`config.mk`:
```
export PLATFORM = sky130hd
export DESIGN_NAME = gcd_lcm_unit_top
export DESIGN_NICKNAME = d
export VERILOG_FILES = /design/src/hw/rtl/gcdlcm_pkg.sv /design/src/hw/rtl/gcdlcm_div.sv /design/src/hw/rtl/gcdlcm_mul.sv /design/src/hw/rtl/gcdlcm_seq.sv /design/src/hw/rtl/gcd_lcm_unit_top.sv
export SDC_FILE = /design/constraint.sdc
export NUM_CORES = 1
export LEC_CHECK = 0
export BUFFER_PORTS_ARGS = -buffer_cell sky130_fd_sc_hd__buf_2
export CAP_MARGIN = 40
export CELL_PAD_IN_SITES_DETAIL_PLACEMENT = 1
export CELL_PAD_IN_SITES_GLOBAL_PLACEMENT = 2
export CORE_ASPECT_RATIO = 0.75
export CORE_MARGIN = 2
export CORE_UTILIZATION = 44
export DETAILED_ROUTE_END_ITERATION = 10
export PLACE_DENSITY = 0.9
export SYNTH_ARGS = -nofsm -noshare
export SYNTH_HDL_FRONTEND = slang
export SYNTH_SLANG_ARGS = --single-unit
```
`constraint.sdc`:
```
create_clock -name clk -period 10.4 [get_ports clk]
set_clock_uncertainty 0.05 [all_clocks]
set_input_delay 1.04 -clock clk [delete_from_list [all_inputs] [get_ports clk]]
set_output_delay 1.04 -clock clk [all_outputs]
set_load 0.01 [all_outputs]
```
`src/hw/rtl/gcdlcm_pkg.sv`:
```
// gcdlcm_pkg: shared types, constants and microcode rom for the gcd/lcm unit
package gcdlcm_pkg;

    localparam int DATA_W = 32;
    localparam int PROD_W = 64;
    localparam int LCM_W  = 63;
    localparam int CNT_W  = 5;
    localparam int PC_W   = 4;

    typedef logic [PC_W-1:0] step_t;

    // datapath actions, one per control word
    typedef enum logic [3:0] {
        ACT_NONE,
        ACT_LOAD,
        ACT_DIV_XY,
        ACT_REM,
        ACT_SET_G,
        ACT_DIV_AG,
        ACT_MUL,
        ACT_SET_M,
        ACT_OUT
    } act_t;

    // jump conditions
    typedef enum logic [2:0] {
        COND_NEXT,
        COND_ALWAYS,
        COND_NO_INPUT,
        COND_Y_ZERO,
        COND_AB_ZERO,
        COND_DIV_BUSY,
        COND_MUL_BUSY,
        COND_OUT_BUSY
    } cond_t;

    typedef struct packed {
        act_t  act;
        cond_t cond;
        step_t target;
    } ctl_word_t;

    // datapath status seen by the sequencer
    typedef struct packed {
        logic in_valid;
        logic y_zero;
        logic ab_zero;
        logic div_busy;
        logic mul_busy;
        logic out_busy;
    } stat_t;

    // step addresses
    localparam step_t STEP_IDLE      = 4'd0;
    localparam step_t STEP_TEST      = 4'd1;
    localparam step_t STEP_DIV       = 4'd2;
    localparam step_t STEP_DIV_WAIT  = 4'd3;
    localparam step_t STEP_REM       = 4'd4;
    localparam step_t STEP_GCD       = 4'd5;
    localparam step_t STEP_QUOT      = 4'd6;
    localparam step_t STEP_QUOT_WAIT = 4'd7;
    localparam step_t STEP_MUL       = 4'd8;
    localparam step_t STEP_MUL_WAIT  = 4'd9;
    localparam step_t STEP_LCM       = 4'd10;
    localparam step_t STEP_OUT       = 4'd11;
    localparam step_t STEP_RET       = 4'd12;

    // microcode rom: euclid loop, then quotient a/g, then product with b
    function automatic ctl_word_t ucode(input step_t pc);
        ctl_word_t w;
        unique case (pc)
            STEP_IDLE:      w = '{ACT_LOAD,   COND_NO_INPUT, STEP_IDLE};
            STEP_TEST:      w = '{ACT_NONE,   COND_Y_ZERO,   STEP_GCD};
            STEP_DIV:       w = '{ACT_DIV_XY, COND_NEXT,     STEP_IDLE};
            STEP_DIV_WAIT:  w = '{ACT_NONE,   COND_DIV_BUSY, STEP_DIV_WAIT};
            STEP_REM:       w = '{ACT_REM,    COND_ALWAYS,   STEP_TEST};
            STEP_GCD:       w = '{ACT_SET_G,  COND_AB_ZERO,  STEP_OUT};
            STEP_QUOT:      w = '{ACT_DIV_AG, COND_NEXT,     STEP_IDLE};
            STEP_QUOT_WAIT: w = '{ACT_NONE,   COND_DIV_BUSY, STEP_QUOT_WAIT};
            STEP_MUL:       w = '{ACT_MUL,    COND_NEXT,     STEP_IDLE};
            STEP_MUL_WAIT:  w = '{ACT_NONE,   COND_MUL_BUSY, STEP_MUL_WAIT};
            STEP_LCM:       w = '{ACT_SET_M,  COND_NEXT,     STEP_IDLE};
            STEP_OUT:       w = '{ACT_OUT,    COND_OUT_BUSY, STEP_OUT};
            STEP_RET:       w = '{ACT_NONE,   COND_ALWAYS,   STEP_IDLE};
            default:        w = '{ACT_NONE,   COND_ALWAYS,   STEP_IDLE};
        endcase
        return w;
    endfunction

endpackage

```
`src/hw/rtl/gcdlcm_div.sv`:
```
// gcdlcm_div: restoring divider, one quotient bit per cycle
module gcdlcm_div (
    input  logic                           clk,
    input  logic                           rst_n,
    input  logic                           start,
    input  logic [gcdlcm_pkg::DATA_W-1:0]  dividend,
    input  logic [gcdlcm_pkg::DATA_W-1:0]  divisor,
    output logic                           busy,
    output logic [gcdlcm_pkg::DATA_W-1:0]  quotient,
    output logic [gcdlcm_pkg::DATA_W-1:0]  remainder
);
    import gcdlcm_pkg::*;

    logic                  busy_reg, busy_next;
    logic [CNT_W-1:0]      cnt_reg, cnt_next;
    logic [DATA_W-1:0]     quo_reg, quo_next;
    logic [DATA_W-1:0]     rem_reg, rem_next;
    logic [DATA_W-1:0]     dsr_reg, dsr_next;
    logic [DATA_W:0]       trial;
    logic [DATA_W:0]       diff;

    // one shift-subtract step
    always_comb
    begin
        trial     = {rem_reg, quo_reg[DATA_W-1]};
        diff      = trial - {1'b0, dsr_reg};
        busy_next = busy_reg;
        cnt_next  = cnt_reg;
        quo_next  = quo_reg;
        rem_next  = rem_reg;
        dsr_next  = dsr_reg;
        if (start)
        begin
            busy_next = 1'b1;
            cnt_next  = '0;
            quo_next  = dividend;
            rem_next  = '0;
            dsr_next  = divisor;
        end
        else if (busy_reg)
        begin
            if (!diff[DATA_W])
            begin
                rem_next = diff[DATA_W-1:0];
                quo_next = {quo_reg[DATA_W-2:0], 1'b1};
            end
            else
            begin
                rem_next = trial[DATA_W-1:0];
                quo_next = {quo_reg[DATA_W-2:0], 1'b0};
            end
            cnt_next = cnt_reg + 1'b1;
            if (cnt_reg == CNT_W'(DATA_W - 1))
            begin
                busy_next = 1'b0;
            end
        end
    end

    // control state
    always_ff @(posedge clk or negedge rst_n)
    begin
        if (!rst_n)
        begin
            busy_reg <= 1'b0;
            cnt_reg  <= '0;
        end
        else
        begin
            busy_reg <= busy_next;
            cnt_reg  <= cnt_next;
        end
    end

    // operand and result registers
    always_ff @(posedge clk)
    begin
        quo_reg <= quo_next;
        rem_reg <= rem_next;
        dsr_reg <= dsr_next;
    end

    assign busy      = busy_reg;
    assign quotient  = quo_reg;
    assign remainder = rem_reg;

endmodule

```
`src/hw/rtl/gcdlcm_mul.sv`:
```
// gcdlcm_mul: shift-add multiplier, one multiplier bit per cycle
module gcdlcm_mul (
    input  logic                           clk,
    input  logic                           rst_n,
    input  logic                           start,
    input  logic [gcdlcm_pkg::DATA_W-1:0]  mcand,
    input  logic [gcdlcm_pkg::DATA_W-1:0]  mplier,
    output logic                           busy,
    output logic [gcdlcm_pkg::PROD_W-1:0]  product
);
    import gcdlcm_pkg::*;

    logic                  busy_reg, busy_next;
    logic [CNT_W-1:0]      cnt_reg, cnt_next;
    logic [PROD_W-1:0]     acc_reg, acc_next;
    logic [PROD_W-1:0]     mcd_reg, mcd_next;
    logic [DATA_W-1:0]     mpl_reg, mpl_next;

    // one add-shift step
    always_comb
    begin
        busy_next = busy_reg;
        cnt_next  = cnt_reg;
        acc_next  = acc_reg;
        mcd_next  = mcd_reg;
        mpl_next  = mpl_reg;
        if (start)
        begin
            busy_next = 1'b1;
            cnt_next  = '0;
            acc_next  = '0;
            mcd_next  = {{(PROD_W-DATA_W){1'b0}}, mcand};
            mpl_next  = mplier;
        end
        else if (busy_reg)
        begin
            if (mpl_reg[0])
            begin
                acc_next = acc_reg + mcd_reg;
            end
            mcd_next = {mcd_reg[PROD_W-2:0], 1'b0};
            mpl_next = {1'b0, mpl_reg[DATA_W-1:1]};
            cnt_next = cnt_reg + 1'b1;
            if (cnt_reg == CNT_W'(DATA_W - 1))
            begin
                busy_next = 1'b0;
            end
        end
    end

    // control state
    always_ff @(posedge clk or negedge rst_n)
    begin
        if (!rst_n)
        begin
            busy_reg <= 1'b0;
            cnt_reg  <= '0;
        end
        else
        begin
            busy_reg <= busy_next;
            cnt_reg  <= cnt_next;
        end
    end

    // operand and accumulator registers
    always_ff @(posedge clk)
    begin
        acc_reg <= acc_next;
        mcd_reg <= mcd_next;
        mpl_reg <= mpl_next;
    end

    assign busy    = busy_reg;
    assign product = acc_reg;

endmodule

```
`src/hw/rtl/gcdlcm_seq.sv`:
```
// gcdlcm_seq: step counter, microcode lookup and conditional jumps
module gcdlcm_seq (
    input  logic                   clk,
    input  logic                   rst_n,
    input  gcdlcm_pkg::stat_t      stat,
    output gcdlcm_pkg::ctl_word_t  ctl
);
    import gcdlcm_pkg::*;

    step_t     pc_reg, pc_next;
    ctl_word_t word;
    logic      take;

    // fetch the control word of the current step
    assign word = ucode(pc_reg);

    // evaluate the jump condition
    always_comb
    begin
        unique case (word.cond)
            COND_NEXT:     take = 1'b0;
            COND_ALWAYS:   take = 1'b1;
            COND_NO_INPUT: take = !stat.in_valid;
            COND_Y_ZERO:   take = stat.y_zero;
            COND_AB_ZERO:  take = stat.ab_zero;
            COND_DIV_BUSY: take = stat.div_busy;
            COND_MUL_BUSY: take = stat.mul_busy;
            COND_OUT_BUSY: take = stat.out_busy;
            default:       take = 1'b1;
        endcase
    end

    // next step
    always_comb
    begin
        if (take)
        begin
            pc_next = word.target;
        end
        else
        begin
            pc_next = pc_reg + 1'b1;
        end
    end

    always_ff @(posedge clk or negedge rst_n)
    begin
        if (!rst_n)
        begin
            pc_reg <= STEP_IDLE;
        end
        else
        begin
            pc_reg <= pc_next;
        end
    end

    assign ctl = word;

endmodule

```
`src/hw/rtl/gcd_lcm_unit_top.sv`:
```
// gcd_lcm_unit_top: gcd and lcm of two signed operands, microcoded datapath
//
// Input channel: operand_a and operand_b with in_valid / in_stall. An item is
// taken on a rising edge with in_valid high and in_stall low. in_stall is low
// only while the sequencer sits in its idle step.
// Output channel: divisor_out = gcd(|a|,|b|) and multiple_out = lcm(|a|,|b|)
// with out_valid / out_stall, held in an output register.
// Sequence: each Euclid remainder step runs the shared divider on x / y; the
// lcm then runs the divider on a / g and the shift-add multiplier on the
// quotient and b. With a zero operand the quotient and product steps are
// skipped.
// One item is in work at a time; after the result enters the output register
// the sequencer returns to idle through its return step and takes the next
// item even while that result still waits. If the receiver stalls, the
// sequencer holds at its output step until the register is free.
// Reset (rst_n low, asynchronous) returns the sequencer to idle, drops
// out_valid and stops the divider and multiplier; data registers are not reset.
module gcd_lcm_unit_top (
    input  logic                                  clk,
    input  logic                                  rst_n,
    input  logic                                  in_valid,
    output logic                                  in_stall,
    input  logic signed [gcdlcm_pkg::DATA_W-1:0]  operand_a,
    input  logic signed [gcdlcm_pkg::DATA_W-1:0]  operand_b,
    output logic                                  out_valid,
    input  logic                                  out_stall,
    output logic        [gcdlcm_pkg::DATA_W-1:0]  divisor_out,
    output logic        [gcdlcm_pkg::LCM_W-1:0]   multiple_out
);
    import gcdlcm_pkg::*;

    ctl_word_t          ctl;
    stat_t              stat;
    logic [DATA_W-1:0]  a_reg, b_reg, x_reg, y_reg, g_reg;
    logic [LCM_W-1:0]   m_reg;
    logic [DATA_W-1:0]  div_out_reg;
    logic [LCM_W-1:0]   mul_out_reg;
    logic               out_valid_reg, out_valid_next;
    logic [DATA_W-1:0]  abs_a, abs_b;
    logic               div_start, mul_start;
    logic [DATA_W-1:0]  div_dend, div_dsr;
    logic               div_busy, mul_busy;
    logic [DATA_W-1:0]  quotient, remainder;
    logic [PROD_W-1:0]  product;
    logic               out_busy;

    // absolute values as unsigned magnitudes
    assign abs_a = operand_a[DATA_W-1] ? (DATA_W'(0) - operand_a) : operand_a;
    assign abs_b = operand_b[DATA_W-1] ? (DATA_W'(0) - operand_b) : operand_b;

    assign in_stall = (ctl.act != ACT_LOAD);
    assign out_busy = out_valid_reg && out_stall;

    // status for conditional jumps
    always_comb
    begin
        stat.in_valid = in_valid;
        stat.y_zero   = (y_reg == '0);
        stat.ab_zero  = (a_reg == '0) || (b_reg == '0);
        stat.div_busy = div_busy;
        stat.mul_busy = mul_busy;
        stat.out_busy = out_busy;
    end

    gcdlcm_seq u_seq (
        .clk   (clk),
        .rst_n (rst_n),
        .stat  (stat),
        .ctl   (ctl)
    );

    // divider operand select: x / y in the loop, a / g for the lcm
    assign div_start = (ctl.act == ACT_DIV_XY) || (ctl.act == ACT_DIV_AG);
    assign div_dend  = (ctl.act == ACT_DIV_AG) ? a_reg : x_reg;
    assign div_dsr   = (ctl.act == ACT_DIV_AG) ? g_reg : y_reg;
    assign mul_start = (ctl.act == ACT_MUL);

    gcdlcm_div u_div (
        .clk       (clk),
        .rst_n     (rst_n),
        .start     (div_start),
        .dividend  (div_dend),
        .divisor   (div_dsr),
        .busy      (div_busy),
        .quotient  (quotient),
        .remainder (remainder)
    );

    gcdlcm_mul u_mul (
        .clk     (clk),
        .rst_n   (rst_n),
        .start   (mul_start),
        .mcand   (quotient),
        .mplier  (b_reg),
        .busy    (mul_busy),
        .product (product)
    );

    // working registers driven by the control word
    always_ff @(posedge clk)
    begin
        unique case (ctl.act)
            ACT_LOAD:
            begin
                if (in_valid)
                begin
                    a_reg <= abs_a;
                    b_reg <= abs_b;
                    x_reg <= abs_a;
                    y_reg <= abs_b;
                end
            end
            ACT_REM:
            begin
                x_reg <= y_reg;
                y_reg <= remainder;
            end
            ACT_SET_G:
            begin
                g_reg <= x_reg;
                m_reg <= '0;
            end
            ACT_SET_M:
            begin
                m_reg <= product[LCM_W-1:0];
            end
            ACT_OUT:
            begin
                if (!out_busy)
                begin
                    div_out_reg <= g_reg;
                    mul_out_reg <= m_reg;
                end
            end
            default:
            begin
            end
        endcase
    end

    // output valid
    always_comb
    begin
        out_valid_next = out_valid_reg;
        if ((ctl.act == ACT_OUT) && !out_busy)
        begin
            out_valid_next = 1'b1;
        end
        else if (out_valid_reg && !out_stall)
        begin
            out_valid_next = 1'b0;
        end
    end

    always_ff @(posedge clk or negedge rst_n)
    begin
        if (!rst_n)
        begin
            out_valid_reg <= 1'b0;
        end
        else
        begin
            out_valid_reg <= out_valid_next;
        end
    end

    assign out_valid    = out_valid_reg;
    assign divisor_out  = div_out_reg;
    assign multiple_out = mul_out_reg;

endmodule
```
After elaboration in Yosys (flattened, before gate mapping). Memory sizes are Yosys's and may differ from the RTL's. Cells that the tools add are included.

Output and inout port bits: 97. Word-level logic and storage cells: 101. Bits in read-only memories: 176. Memories kept: 1. Input bits: 68. Bits in registers: 591.

Add/sub/neg operators: 7. Equal/unequal tests: 19. Muxes and demuxes: 31. Bitwise gates (word level): 1. Reduce and logical (&&, ||, !) cells: 21.

Memory list: (no name shown) (words 16, bits a word 11, rd ports 1, clocked after memory_dff 0, wr ports 0, line gcdlcm_pkg.sv:71) `unique case (pc)`.

Operator list (number): $mux 32 (13); $pmux 32 s2 (2); $pmux 63 s2 (1); $logic_not 32->1 (3); $add 64x64->64 (1); $sub 1x32->32 const A (2); $sub 33x32->33 (1); $mux 5 (4); $eq 4x3->1 const B (4); $eq 3x3->1 const B (4); $add 5x1->5 const B (2); $eq 5x5->1 const B (2); $reduce_bool 2->1 (5); $mux 1 (9); $eq 4x2->1 const B (2); $pmux 1 s8 (1); $reduce_and 2->1 (4); $eq 3x2->1 const B (2); $add 4x1->4 const B (1); $eq 4x1->1 const B (1); $eq 4x4->1 const B (1); $mux 4 (1); $ne 4x1->1 const B (1); $eq 3x1->1 const B (1); other kinds (6) (11).

Depth between registers and ports, before layout.
Word-level depth: 4. Mapped depth: 15.

Modules after synthesis. A second synthesis with hierarchy kept.

Cells, all modules: 2496. Area total of the unflattened synthesis: 29734.8 um^2.

By module, submodules not included: gcd_lcm_unit_top (cells an instance 806, area an instance 13261.5 um^2, instances 1, sequential area each 9574.2 um^2); gcdlcm_mul (cells an instance 1075, area an instance 9970.8 um^2, instances 1, sequential area each 3993.8 um^2); gcdlcm_div (cells an instance 548, area an instance 5873.1 um^2, instances 1, sequential area each 2712.6 um^2); gcdlcm_seq (cells an instance 67, area an instance 629.4 um^2, instances 1, sequential area each 100.1 um^2).

Worst setup path before layout. OpenSTA, ideal clock, no wires.

Kind: reg-to-reg. Start: reg u_seq.pc_reg[0]. End: reg div_out_reg[0] (netlist: divisor_out[0]) (enable). Path buffers: 1. Arrival time: 5.976 ns. Slack: 3.794 ns. Cell stages (with the launch flop): 7. Cells stage by stage: dfrtp_1 clkbuf_1 inv_1 ha_1 o21ai_0 nand3_1 a21oi_1.

Longest elaborated chain between the ends: 3.

RTL lines: start: declaration (line gcdlcm_seq.sv:10) `step_t pc_reg, pc_next;`; start signal: assignment (line gcdlcm_seq.sv:54) `pc_reg <= pc_next;`; $mem_v2 16x11; $eq 4x4->1 (line gcd_lcm_unit_top.sv:102) `unique case (ctl.act)`; $reduce_and 2->1 (no line); end signal: assignment (line gcd_lcm_unit_top.sv:131) `div_out_reg <= g_reg;`; end: declaration (line gcd_lcm_unit_top.sv:36) `logic [DATA_W-1:0] div_out_reg;`.

No other way between the ends. A chain may end at the register's enable or synchronous reset.

Worst setup path in the final report.
Start: reg u_mul.mcd_reg[2]. End: reg u_mul.acc_reg[59] (netlist: u_mul.product[59]).

Longest elaborated chain between the ends: 1.

RTL lines: start: declaration (line gcdlcm_mul.sv:16) `logic [PROD_W-1:0] mcd_reg, mcd_next;`; start signal: assignment (line gcdlcm_mul.sv:70) `mcd_reg <= mcd_next;`; $add 64x64->64 (line gcdlcm_mul.sv:39) `acc_next = acc_reg + mcd_reg;`; end signal: assignment (line gcdlcm_mul.sv:69) `acc_reg <= acc_next;`; end: declaration (line gcdlcm_mul.sv:15) `logic [PROD_W-1:0] acc_reg, acc_next;`.

No other way between the ends.

==> results.toml <==
[synth]
yosys.cell_types.count = 77
synth_seq_area_share_pct = 56.6
synth_edf_count = 446
ys_ff_latch = 589
syn_area_um2 = 28900
synth_fp_nets = 2847
synth_area_per_cell_um2 = 10.8
yosys_most_used_dff = "edfxtp_1"
yosysWarnings = 0
async_flop_share_pct = 2.89
synth_cells = 2670

[global_route]
grt_pass1_vias = 22000
grt_pass1_wl_mm = 130
antenna_found_initial = 5
overflow = 0
grt_start_max_net_pins = 82
grt_usage_pct = 24.9

[placed_design]
place_hpwl_mm = 62.2
place_ws_ps = 5950
gp_congestion = 0.901
port_buffers = 164

[die]
initial_core_util_pct = 44.4
die_y_um = 226
dieArea_um2 = 67700
ios = 165
core_um2 = 65100
rows = 81
dieWidth_um = 300

[clock_tree]
cts_resized = 0
clock-sinks = 589
cts_root_buffer = "clkbuf_16"
cts_tree = "built"
clk_latency_ps = 620
cts.reportedPaths.clkPinSlew_ps = 70
hold_buffers = 0
postCtsSetupRepairBufs = 0
clk_path_buf_depth = 3
cts_buffers = 59
cts_max_level = 2

[critical_path]
crit_path_max_incr_delay_ps = 770
cp_top_family = "compound AO/OA/AOI/OAI gates"
path_cells = "ha_1 > o21ai_0 > o21ai_0 > nand3_1 > a2111oi_0 > o21ai_0 > a2111oi_0 > o211a_1 > a221oi_1 > xor2_1 > a21oi_1"
critPathLaunchType = "flip-flop"
endpoint_kind = "flip-flop"
slowest_stage = "a2111oi_0"
crit_arrival_ps = 4940
critPathKind = "flip-flop to flip-flop"
critPathBufInv = 0
cp_max_fo = 4
cp_common_cell = "o21ai_0"
cp.required_ps = 10820

[detailed_routing]
drt_iter0_drc = 1447
drc = 0
drtAntennaViolNets = 0
via_count = 21100
via_per_inst = 5.68
first_pass_iters = 6
wl_per_cell_um = 22.9
finalWirelength_mm = 85.1

[timing]
rsz0062_at_grt = "no"
worst_slew_pin_slew_ps = 897
finalCriticalPeriod_ps = 4520
worst_slack_ps = 5880
fin_tns_setup_ps = 0
drv_slew = 0
max_freq_mhz = 221
hold_violations = 0
relSlewSlack_pct = 40.2
period_share_pct = 43.5
setup_violations = 0

[status]
status = "finished clean"

[cells_and_area]
drive_gt1_share_pct = 13.6
syn_to_final_growth_pct = 13.6
finalNetCount = 2978
utilization_pct = 50.4

[power]
total_power_mw = 11.9
ir_drop_mv = 0.200
leakagePower_nw = 13.2
power_per_cell_area_nw_per_um2 = 362

[worst_hold_path]
hold_class = "primary input to async pin"

[flow_run]
cap_violations = 0
-- layer usage --
metal,part of all wire (%),GRT usage (%),up-vias
li1,-,-,9926
met1,45,33.8,10500
met2,45,39.2,556
met3,5.7,4.69,142
met4,4.3,10.6,0
met5,0,0,-
-- stage by stage --
step	hold WS, ps	std cells	instance area [um^2]
after floorplan	350	2670	28900
final	356	3724	32800
after global routing	359	3722	32800
after global placement	351	3604	30600
after detailed placement	355	3610	30700
after CTS	318	3721	32800
-- power breakdown --
group / internal (mW) / switching (mW) / total (mW)
Combinational: 2.04 / 3.34 / 5.38
Sequential: 3.61 / 0.611 / 4.22
Clock: 1.36 / 0.934 / 2.29
-- kinds of logic after synthesis --
| family | count (synthesis) | share of synthesized area, % |
|---|---|---|
| AO/OA/AOI/OAI | 550 | 11.7 |
| XOR/XNOR | 137 | 4.15 |
| adder cells (fa/ha/maj) | 109 | 4.77 |
| buffers and inverters | 201 | 2.63 |
| flip-flops | 589 | 56.6 |
| multiplexers | 158 | 5.77 |
| AND/OR/NAND/NOR | 926 | 14.4 |
-- area by class of cell --
| type | instances | area, um^2 |
|---|---|---|
| diodes | 2 | 5.00 |
| clock inverters | 33 | 385 |
| clock buffers | 78 | 1710 |
| repair buffers | 194 | 1130 |
| flip-flops and latches | 589 | 16300 |
| fillers | 7047 | 32300 |
| well taps | 871 | 1090 |
| inverters | 77 | 289 |
| multi-input cells | 1880 | 11900 |
-- path summary, 6_finish.rpt --
kind	slack [ps]	startpoint	cells after the start	to
hold / removal	360	rst_n	1	u_seq.pc_reg[0]
setup reg to reg	5880	u_mul.mcd_reg[2]	11	u_mul.product[59]
setup / recovery	5880	u_mul.mcd_reg[2]	11	u_mul.product[59]
min in group clk	370	m_reg[15]	0	multiple_out[15]
hold reg to reg	370	m_reg[15]	0	multiple_out[15]
max in group asynchronous	9540	rst_n	1	u_div.busy
-- placed cells by master, fill, tap and decap left out, drive strengths merged, types with 16 or more instances in the layout --
cell | Yosys | layout
nand2 | 498 | 498
edfxtp | 446 | 446
buf | 19 | 192
a21oi | 181 | 181
o21ai | 153 | 153
nor2 | 138 | 138
dfxtp | 126 | 126
ha | 107 | 107
xnor2 | 98 | 98
mux2i | 92 | 92
and2 | 79 | 79
clkbuf | 105 | 78
inv | 76 | 76
mux2 | 66 | 66
nand3 | 42 | 42
a21o | 40 | 40
xor2 | 39 | 39
nor4 | 33 | 33
nand4 | 32 | 32
nor3 | 22 | 22
clkinv | 1 | 20
a31oi | 19 | 19
o31ai | 19 | 19
o21bai | 17 | 17
dfrtp | 17 | 17
nand2b | 16 | 16
-- cells in the mapped netlist, drive strengths merged (17+ instances only) --
cell,n,area [um^2]
nand2,498,1870
edfxtp,446,13400
a21oi,181,906
o21ai,153,766
nor2,138,518
dfxtp,126,2520
ha,107,1340
clkbuf,105,394
xnor2,98,858
mux2i,92,921
and2,79,494
inv,76,285
mux2,66,747
nand3,42,210
a21o,40,300
xor2,39,342
nor4,33,206
nand4,32,200
nor3,22,110
a31oi,19,119
buf,19,76.3
o31ai,19,148
dfrtp,17,425
o21bai,17,128
Power figures use the tool's default switching activity.
